## config.mk

```make
export PLATFORM = sky130hd
export DESIGN_NAME = char_lcd_nibble_sequencer_unit
export DESIGN_NICKNAME = d
export VERILOG_FILES = /design/src/rtl/clns_pkg.sv /design/src/rtl/char_lcd_nibble_sequencer_unit.sv
export SDC_FILE = /design/constraint.sdc
export NUM_CORES = 1
export LEC_CHECK = 0
export BUFFER_PORTS_ARGS = -buffer_cell sky130_fd_sc_hd__buf_4
export CAP_MARGIN = 40
export CELL_PAD_IN_SITES_DETAIL_PLACEMENT = 1
export CELL_PAD_IN_SITES_GLOBAL_PLACEMENT = 1
export CORE_MARGIN = 2
export CORE_UTILIZATION = 40
export DETAILED_ROUTE_END_ITERATION = 12
export GPL_ROUTABILITY_DRIVEN = 0
export PLACE_DENSITY_LB_ADDON = 0.15
export REMOVE_ABC_BUFFERS = 1
export SLEW_MARGIN = 20
export SYNTH_ARGS = -nofsm -noshare
export SYNTH_HDL_FRONTEND = slang
export SYNTH_SLANG_ARGS = --single-unit
```

## constraint.sdc

```tcl
create_clock -name aclk -period 3.6 [get_ports aclk]
set_clock_uncertainty 0.2 [all_clocks]
set_input_delay 0 -clock aclk [delete_from_list [all_inputs] [get_ports aclk]]
set_output_delay 0 -clock aclk [all_outputs]
set_load 0.01 [all_outputs]
```

## src/rtl/clns_pkg.sv

```systemverilog
`timescale 1ns / 1ps
`default_nettype none

package clns_pkg;

    // request kinds
    localparam logic [2:0] REQ_CMD    = 3'd0;
    localparam logic [2:0] REQ_DATA   = 3'd1;
    localparam logic [2:0] REQ_CURSOR = 3'd2;
    localparam logic [2:0] REQ_INIT   = 3'd3;
    localparam logic [2:0] REQ_CLEAR  = 3'd4;

    // register indexes (paddr[3:2])
    localparam logic [1:0] REG_PULSE  = 2'd0;
    localparam logic [1:0] REG_GAP    = 2'd1;
    localparam logic [1:0] REG_SETTLE = 2'd2;

    // program entry points
    localparam logic [3:0] UC_CMD    = 4'd0;
    localparam logic [3:0] UC_DATA   = 4'd1;
    localparam logic [3:0] UC_CURSOR = 4'd2;
    localparam logic [3:0] UC_INIT   = 4'd3;
    localparam logic [3:0] UC_CLEAR  = 4'd8;

    localparam logic [7:0] ROW0_BASE  = 8'h80;
    localparam logic [7:0] ROW1_BASE  = 8'hC0;

    // one control word per byte step; four pin events per step
    typedef struct packed {
        logic       use_arg;     // send the captured request byte
        logic [7:0] const_byte;  // else send this constant
        logic       rs;          // register select level
        logic       fin;         // last byte of the run, return to idle
    } ucode_t;

    function automatic ucode_t ucode_rom(input logic [3:0] pc);
        ucode_t w;
        w = '{use_arg: 1'b0, const_byte: 8'h00, rs: 1'b0, fin: 1'b1};
        unique case (pc)
            4'd0:    w = '{use_arg: 1'b1, const_byte: 8'h00, rs: 1'b0, fin: 1'b1};
            4'd1:    w = '{use_arg: 1'b1, const_byte: 8'h00, rs: 1'b1, fin: 1'b1};
            4'd2:    w = '{use_arg: 1'b1, const_byte: 8'h00, rs: 1'b0, fin: 1'b1};
            4'd3:    w = '{use_arg: 1'b0, const_byte: 8'h02, rs: 1'b0, fin: 1'b0};
            4'd4:    w = '{use_arg: 1'b0, const_byte: 8'h28, rs: 1'b0, fin: 1'b0};
            4'd5:    w = '{use_arg: 1'b0, const_byte: 8'h0C, rs: 1'b0, fin: 1'b0};
            4'd6:    w = '{use_arg: 1'b0, const_byte: 8'h06, rs: 1'b0, fin: 1'b0};
            4'd7:    w = '{use_arg: 1'b0, const_byte: 8'h01, rs: 1'b0, fin: 1'b1};
            4'd8:    w = '{use_arg: 1'b0, const_byte: 8'h01, rs: 1'b0, fin: 1'b0};
            4'd9:    w = '{use_arg: 1'b0, const_byte: 8'h80, rs: 1'b0, fin: 1'b1};
            default: w = '{use_arg: 1'b0, const_byte: 8'h00, rs: 1'b0, fin: 1'b1};
        endcase
        return w;
    endfunction

    function automatic logic [3:0] ucode_entry(input logic [2:0] kind);
        logic [3:0] e;
        e = UC_CMD;
        unique case (kind)
            REQ_CMD:    e = UC_CMD;
            REQ_DATA:   e = UC_DATA;
            REQ_CURSOR: e = UC_CURSOR;
            REQ_INIT:   e = UC_INIT;
            REQ_CLEAR:  e = UC_CLEAR;
            default:    e = UC_CMD;
        endcase
        return e;
    endfunction

endpackage

`default_nettype wire

```

## src/rtl/char_lcd_nibble_sequencer_unit.sv

```systemverilog
`timescale 1ns / 1ps
`default_nettype none

// channel  | dir | transaction                 | payload
// s_axis   | in  | one display request         | s_tdata: req_type, byte_value, row, col
// m_axis   | out | one pin event               | m_tdata: nibble, en, hold_us; m_tuser: rs;
//          |     |                             | m_tlast: final event of the run
// apb      | in  | register write / read       | pulse (0x0), gap (0x4), settle (0x8)
//
// a request is taken while idle, then the program emits one event per cycle
// while m_tready is high: 4 events per byte, so 4, 8 or 20 events per request
// the rate is set by the single event output register fed by the microcode step
// unused request kinds are taken and dropped with no events
// aresetn is synchronous: it returns the sequencer to idle, drops m_tvalid and
// loads the reset register values; a stall on m_tready freezes the step counter

module char_lcd_nibble_sequencer_unit
    import clns_pkg::*;
(
    input  wire logic        aclk,
    input  wire logic        aresetn,

    input  wire logic        s_tvalid,
    output logic             s_tready,
    input  wire logic [23:0] s_tdata,   // req_type[2:0], byte_value[10:3], row[12:11], col[17:13]

    output logic             m_tvalid,
    input  wire logic        m_tready,
    output logic [23:0]      m_tdata,   // nibble[3:0], en[4], hold_us[20:5]
    output logic             m_tuser,   // rs[0]
    output logic             m_tlast,

    input  wire logic        psel,
    input  wire logic        penable,
    input  wire logic        pwrite,
    input  wire logic [3:0]  paddr,
    input  wire logic [31:0] pwdata,
    output logic [31:0]      prdata,
    output logic             pready
);

    localparam logic ST_IDLE = 1'b0;
    localparam logic ST_RUN  = 1'b1;

    // input fields
    logic [2:0] req_type;
    logic [7:0] byte_value;
    logic [1:0] row;
    logic [4:0] col;

    assign req_type   = s_tdata[2:0];
    assign byte_value = s_tdata[10:3];
    assign row        = s_tdata[12:11];
    assign col        = s_tdata[17:13];

    // configuration registers
    logic [7:0]  pulse_reg;
    logic [15:0] gap_reg;
    logic [15:0] settle_reg;

    logic cfg_wr;
    assign pready = 1'b1;
    assign cfg_wr = psel && penable && pwrite && pready;

    always_ff @(posedge aclk) begin
        if (!aresetn) begin
            pulse_reg  <= 8'd2;
            gap_reg    <= 16'd200;
            settle_reg <= 16'd2;
        end else if (cfg_wr) begin
            unique case (paddr[3:2])
                REG_PULSE:  pulse_reg  <= pwdata[7:0];
                REG_GAP:    gap_reg    <= pwdata[15:0];
                REG_SETTLE: settle_reg <= pwdata[15:0];
                default: ;
            endcase
        end
    end

    always_comb begin
        unique case (paddr[3:2])
            REG_PULSE:  prdata = {24'd0, pulse_reg};
            REG_GAP:    prdata = {16'd0, gap_reg};
            REG_SETTLE: prdata = {16'd0, settle_reg};
            default:    prdata = 32'd0;
        endcase
    end

    // sequencer state
    logic       state_reg, state_next;
    logic [3:0] pc_reg, pc_next;
    logic [1:0] phase_reg, phase_next;
    logic [7:0] arg_reg, arg_next;

    logic        m_tvalid_reg, m_tvalid_next;
    logic [23:0] m_tdata_reg, m_tdata_next;
    logic        m_tuser_reg, m_tuser_next;
    logic        m_tlast_reg, m_tlast_next;

    logic       s_fire;
    logic       kind_ok;
    logic       slot_free;
    logic [7:0] row_base;
    logic [7:0] cursor_addr;
    ucode_t     uw;
    logic [7:0] cur_byte;
    logic [3:0] ev_nibble;
    logic       ev_en;
    logic [15:0] ev_hold;
    logic       ev_last;

    assign s_tready  = (state_reg == ST_IDLE);
    assign s_fire    = s_tvalid && s_tready;
    assign kind_ok   = (req_type == REQ_CMD) || (req_type == REQ_DATA) ||
                       (req_type == REQ_CURSOR) || (req_type == REQ_INIT) ||
                       (req_type == REQ_CLEAR);
    assign slot_free = !m_tvalid_reg || m_tready;

    // cursor address: row base plus column when the column is on screen
    always_comb begin
        case (row)
            2'd0:    row_base = ROW0_BASE;
            2'd1:    row_base = ROW1_BASE;
            default: row_base = 8'h00;
        endcase
    end
    assign cursor_addr = row_base + (col[4] ? 8'd0 : {4'd0, col[3:0]});

    // datapath driven by the current control word and event phase
    assign uw        = ucode_rom(pc_reg);
    assign cur_byte  = uw.use_arg ? arg_reg : uw.const_byte;
    assign ev_nibble = phase_reg[1] ? cur_byte[3:0] : cur_byte[7:4];
    assign ev_en     = !phase_reg[0];
    assign ev_last   = uw.fin && (phase_reg == 2'd3);

    always_comb begin
        case (phase_reg)
            2'd1:    ev_hold = gap_reg;
            2'd3:    ev_hold = settle_reg;
            default: ev_hold = {8'd0, pulse_reg};
        endcase
    end

    always_comb begin
        state_next    = state_reg;
        pc_next       = pc_reg;
        phase_next    = phase_reg;
        arg_next      = arg_reg;
        m_tvalid_next = m_tvalid_reg && !m_tready;
        m_tdata_next  = m_tdata_reg;
        m_tuser_next  = m_tuser_reg;
        m_tlast_next  = m_tlast_reg;

        unique case (state_reg)
            ST_IDLE: begin
                if (s_fire && kind_ok) begin
                    state_next = ST_RUN;
                    pc_next    = ucode_entry(req_type);
                    phase_next = 2'd0;
                    arg_next   = (req_type == REQ_CURSOR) ? cursor_addr : byte_value;
                end
            end
            ST_RUN: begin
                if (slot_free) begin
                    // emit one event and step the program
                    m_tvalid_next = 1'b1;
                    m_tdata_next  = {3'd0, ev_hold, ev_en, ev_nibble};
                    m_tuser_next  = uw.rs;
                    m_tlast_next  = ev_last;
                    phase_next    = phase_reg + 2'd1;
                    if (phase_reg == 2'd3) begin
                        if (uw.fin) begin
                            state_next = ST_IDLE;
                        end else begin
                            pc_next = pc_reg + 4'd1;
                        end
                    end
                end
            end
            default: state_next = ST_IDLE;
        endcase
    end

    always_ff @(posedge aclk) begin
        if (!aresetn) begin
            state_reg    <= ST_IDLE;
            pc_reg       <= UC_CMD;
            phase_reg    <= 2'd0;
            m_tvalid_reg <= 1'b0;
        end else begin
            state_reg    <= state_next;
            pc_reg       <= pc_next;
            phase_reg    <= phase_next;
            m_tvalid_reg <= m_tvalid_next;
        end
    end

    // payload registers
    always_ff @(posedge aclk) begin
        arg_reg     <= arg_next;
        m_tdata_reg <= m_tdata_next;
        m_tuser_reg <= m_tuser_next;
        m_tlast_reg <= m_tlast_next;
    end

    assign m_tvalid = m_tvalid_reg;
    assign m_tdata  = m_tdata_reg;
    assign m_tuser  = m_tuser_reg;
    assign m_tlast  = m_tlast_reg;

endmodule

`default_nettype wire

```

# Yosys cells after proc, flatten, opt, wreduce, memory -nomap -nowiden
# Memories as Yosys holds them, arrays and structs flattened. A register that Yosys moved wholly into a read port is not among the register bits.
# Cells that the tools add are included.
# word_totals
ff_bits	79
romBits	144
out_inout_bits	61
memories	1
# memory_table
memory	words	word_bits	rd	rd_clocked_by_memory_dff	write_ports	line	source
(name not given)	16	9	1	1	0	clns_pkg.sv:39	unique case (pc)
# classes
addsub	3
eq_ne	13
n_mux	25
bitwise_logic	1
n_reduce_logical	24
# op_table
operator	count
one-hot mux 16 bit (3 select lines)	1
2-to-1 mux 4 bit	8
one-hot mux 16 bit (2 select lines)	1
2-to-1 mux 8 bit	2
one-hot mux 4 bit (4 select lines)	1
one-hot mux 8 bit (2 select lines)	1
AND reduction 2 bit	6
adder 8 x 4 -> 8 bit	1
one-hot mux 4 bit (2 select lines)	1
equality test 2 x 1 -> 1 bit, second input constant	3
equality test 3 x 2 -> 1 bit, second input constant	2
logical AND 1 bit	6
2-to-1 mux 1 bit	6
!= test 2 x 1 -> 1 bit, second input constant	3
logical OR 1 bit	5
adder 4 x 1 -> 4 bit, second input constant	1
equality test 2 bit, second input constant	2
zero test 2 bit	2
2-to-1 mux 2 bit	2
one-hot mux 2 bit (2 select lines)	1
AND reduction 4 bit	1
equality test 3 x 1 -> 1 bit, second input constant	1
equality test 3 bit, second input constant	1
zero test 1 bit	3
5 further kinds	5

# Longest topological paths before layout
# logic_depth
word_depth	10
depth_mapped	10
depth_no_buf	10

# Least setup slack after synthesis
# No wires, ideal clock.
# synth_path
path_type	reg-to-reg
start	register phase_reg[1]
end	register, netlist name uw[0]
setup_time_ps	121
arrival_time_ps	2127
path_slack_ps	1152
path_stages_with_launch	11
n_path_buf	0
period_less_slack_ps	2448
path_cell_list	dfxtp_1 ha_1 nor2b_2 a32oi_4 mux2_2 nand2_1 inv_1 ha_1 inv_1 mux2i_1 mux2_4
# synth_between
elab_chain_len	5
# synth_rtl
item	line	source
from (decl)	char_lcd_nibble_sequencer_unit.sv:92	logic [1:0] phase_reg, phase_next;
from (signal assigned)	char_lcd_nibble_sequencer_unit.sv:193	phase_reg <= phase_next;
equality test 2 bit	char_lcd_nibble_sequencer_unit.sv:171	if (phase_reg == 2'd3) begin
!= test 2 x 1 -> 1 bit (no source line)	n/a	
AND reduction 4 bit (no source line)	n/a	
2-to-1 mux 4 bit (no source line) (2 in series)	n/a	
# No other way between the ends.
# A chain may end at the register's enable or synchronous reset.

# Worst setup path in the final report
# layout_path
start	register phase_reg[1]
end	register, netlist name uw[0]
# layout_between
elab_chain_len	5
# layout_rtl
item	line
equality test 2 bit	char_lcd_nibble_sequencer_unit.sv:171
!= test 2 x 1 -> 1 bit (no source line)	n/a
AND reduction 4 bit (no source line)	n/a
2-to-1 mux 4 bit (no source line) (2 in series)	n/a
# No other way between the ends.

==> run_results.csv <==
group,metric,value,unit
synth,synth_area_in_compound_gates,15.1,%
finish,final_cell_mix,"nand2_1 (103), buf_4 (90), dfxtp_1 (57), dlygate4sd3_1 (35), edfxtp_1 (31)",
critical_path,depth_of_the_worst_register_to_register_path,10,
global_route,first_global_vias,3492,
sta,final_min_period_over_clock_period,73.9,%
global_route,grt_start_max_net_pins,49,
sta,min_period,2660,ps
floorplan,die-height,106,um
critical_path,cp_cell_sequence,"ha_1 -> nor2b_2 -> a32oi_4 -> mux2_2 -> nand2_1 -> inv_1 -> ha_1 -> inv_1 -> mux2i_1 -> mux2_4",
synth,synth-simple-area-share,18.3,%
finish,register_area,2070,um2
power,total_leakage_power,2.27,nW
min_path,hold-path-cell-count,5,
cts,worst_skew_pair.late_latency,350,ps
sta,worst_hold_slack,4.20,ps
synth,synthesis.yosys.warnings,0,
sta,max_slew.worst_pin.slew,750,ps
floorplan,chipWidth,106,um
drt,firstDrtPassIters,4,
synth,fraction_of_synthesized_cell_area_in_xor_and_xnor_cells,0.211,%
sta,unrepaired_setup_endpoints_after_global_routing,"no",
critical_path,worst_path_arrival,2700,ps
finish,antenna_cells_inserted,0,
critical_path,setup.reg_to_reg.worst_slack,940,ps
sta,timing.fmax,376,MHz
drt,detailedRoute.firstIterationViolations,76,
finish,multi_input_comb_area,1840,um2
finish,max_ffs_per_register,21,
synth,synthMuxAreaShare,6.78,%
critical_path,largest_fanout_on_the_critical_path,6,
sta,max-slew-margin-rel,49.8,%
critical_path,cp-start-kind,"flip-flop",
critical_path,worst_ep_required_time,3640,ps
global_route,global_route.overflow_total,0,
drt,vias_per_cell,5.00,
drt,detail_route.drc_violations,0,
floorplan,design.die.area,11200,um2
min_path,whs_endpoint,"gap_reg[10]",
drt,routed_wirelength,10800,um
critical_path,crit_slowest_cell,"mux2_2",
synth,post-synth-top-area-fraction,27.5,%
floorplan,placementRows,37,
cts,cts_htree_levels,3,
drt,detail-route-antenna-nets,0,
cts,cts-resized-gates,0,
synth,asyncSetResetFlopFracSynth,0,%
synth,part_of_the_yosys_area_used_for_sequential_elements,49.9,%
critical_path,worst-setup-path-type,"reg2reg",
drt,via_count,3350,
critical_path,r2r-start,"phase_reg[1]",
cts,cts_made_buffers,9,
power,vdd.ir_drop.worst,0.214,mV
global_route,grt_util_all_layers,20.0,%
cts,total_clock_sinks,88,
global_route,grt_pass1_wl,17400,um
min_path,holdCritPathClass,"in2reg",
cts,clkSlewWorstSetupHoldPaths,100,ps
synth,synthesis_stage_register_bit_count,88,
finish,area_delta_synth_final,29.6,%
finish,drive_gt1_share,23.8,%
synth,postSynthCellCount,416,
power,power.density,383,nW/um2
sta,max_slew_violation_total_from_the_final_report,0,
global_route,antenna_violations_before_repair,0,
min_path,hold_path_startpoint,"penable",
cts,cts_root_buffer_type,"clkbuf_8",
finish,final.fill_count,1169,
synth,mappedNetlistArea,4150,um2
critical_path,regToRegEndpoint,"uw[0]",
floorplan,start_util,40.7,%
critical_path,timing.critical_path.to_type,"flip-flop",
flow_run,maxCapViolCount,0,
synth,yosys.cell_types.count,49,
cts,cts-root-to-sink-buffers,2,
sta,hold_violations,0,
synth,post_synth_fa_ha_maj_area_fraction,2.11,%
synth,yosys-top-cells-area,"dfxtp_1 (27%), edfxtp_1 (22%), nand2_1 (9.3%), a21boi_0 (5.4%), mux2i_1 (5.1%)",
status,status,"finished clean",
placement,hpwl,7030,um
synth,syn_area_per_cell,9.98,um2
floorplan,pin_count,128,
synth,main_combinational_cell_family_by_area_after_synthesis,"simple AND/OR/NAND/NOR gates",
synth,yosys.area.top_type,"dfxtp_1",
floorplan,std_cell_core_area,10200,um2
cts,tritoncts,"done",
synth,number_of_enable_type_register_cells_in_the_synthesized_netlist,31,
sta,setup_viol,0,
finish,final_net_count,603,
drt,routed_wire_length_per_instance,16.1,um
finish,most_common_cell_after_layout_fill_and_taps_aside,"nand2_1",
synth,dominantRegCellSynth,"dfxtp_1",
critical_path,critical-path-max-stage-delay,430,ps
sta,fin_setup_tns,0,ps
placement,io_buffers,83,
worst max path at each step:
stage / to / slack, ps / startpoint / cells after the start
final: uw[0] / 940 / phase_reg[1] / 10
after global routing: uw[0] / 790 / state_reg / 9
after CTS: uw[0] / 910 / phase_reg[1] / 10
after detailed placement: uw[0] / 940 / phase_reg[1] / 10
after global placement: uw[0] / 1000 / phase_reg[1] / 10
after floorplan: uw[0] / 920 / phase_reg[1] / 10
Yosys cell counts, types with 3 or more instances:
library cell / count
nand2_1: 103
dfxtp_1: 57
edfxtp_1: 31
a21boi_0: 30
buf_4: 23
mux2i_1: 21
o21ai_0: 19
a22o_1: 16
clkbuf_1: 13
inv_1: 10
nor2b_1: 10
a22oi_1: 8
nand2b_1: 8
nand3_1: 8
ha_1: 7
buf_2: 6
and2_1: 5
nor2_1: 3
report_power, final:
part | switching (mW) | internal (mW) | total [mW]
sequential | 0.0212 | 1.07 | 1.09
combinational | 0.136 | 0.130 | 0.266
clock | 0.366 | 0.342 | 0.708
total | 0.523 | 1.54 | 2.06
per-stage QoR:
stage	util [%]	instance area [um2]	setup WS [ps]	instances	total power [mW]
after CTS	52.7	5370	913	669	2.08
after floorplan	-	3960	922	391	1.22
after global routing	52.8	5380	793	670	2.15
after global placement	47.1	4800	996	617	1.34
final	52.8	5380	941	670	2.06
after detailed placement	47.2	4810	936	618	1.35
worst max-delay path: cells and delay by family (launching register included):
kind | cells | cell delay, ps
buf+inv | 2 | 150
mux | 3 | 740
simple gates | 2 | 300
fa+ha+maj | 2 | 440
compound gates | 1 | 330
flops | 1 | 390
routing by layer:
layer / track usage, % / share of wire, % / vias up
li1: - / - / 1616
met1: 23.8 / 42 / 1647
met2: 36.8 / 53 / 76
met3: 3.90 / 4.1 / 11
met4: 4.98 / 1.0 / 0
met5: 0 / 0 / -
cell type report:
| cell class | instances | area share (%) |
|---|---|---|
| Multi-Input combinational cell | 291 | 34.2 |
| Clock inverter | 6 | 1.26 |
| Sequential cell | 88 | 38.5 |
| Tap cell | 136 | 3.16 |
| Inverter | 12 | 0.837 |
| Clock buffer | 10 | 2.56 |
| Timing Repair Buffer | 127 | 19.5 |
cell families (layout without fill, tap and decap cells):
group	count (synthesis)	after routing
adders and majority gates	7	7
other	2	20
and+or+nand+nor	157	157
xor gates and xnor gates	1	1
DFF	88	88
buffers and inverters	55	155
AOI/OAI and AO/OA	81	81
muxes	25	25
repair_timing:
action                                 in CTS  in global routing
buffers inserted                            0                  0
endpoints found under the hold margin      54                  0
hold buffers                               35                  0
(Power assumes the default switching activity.)
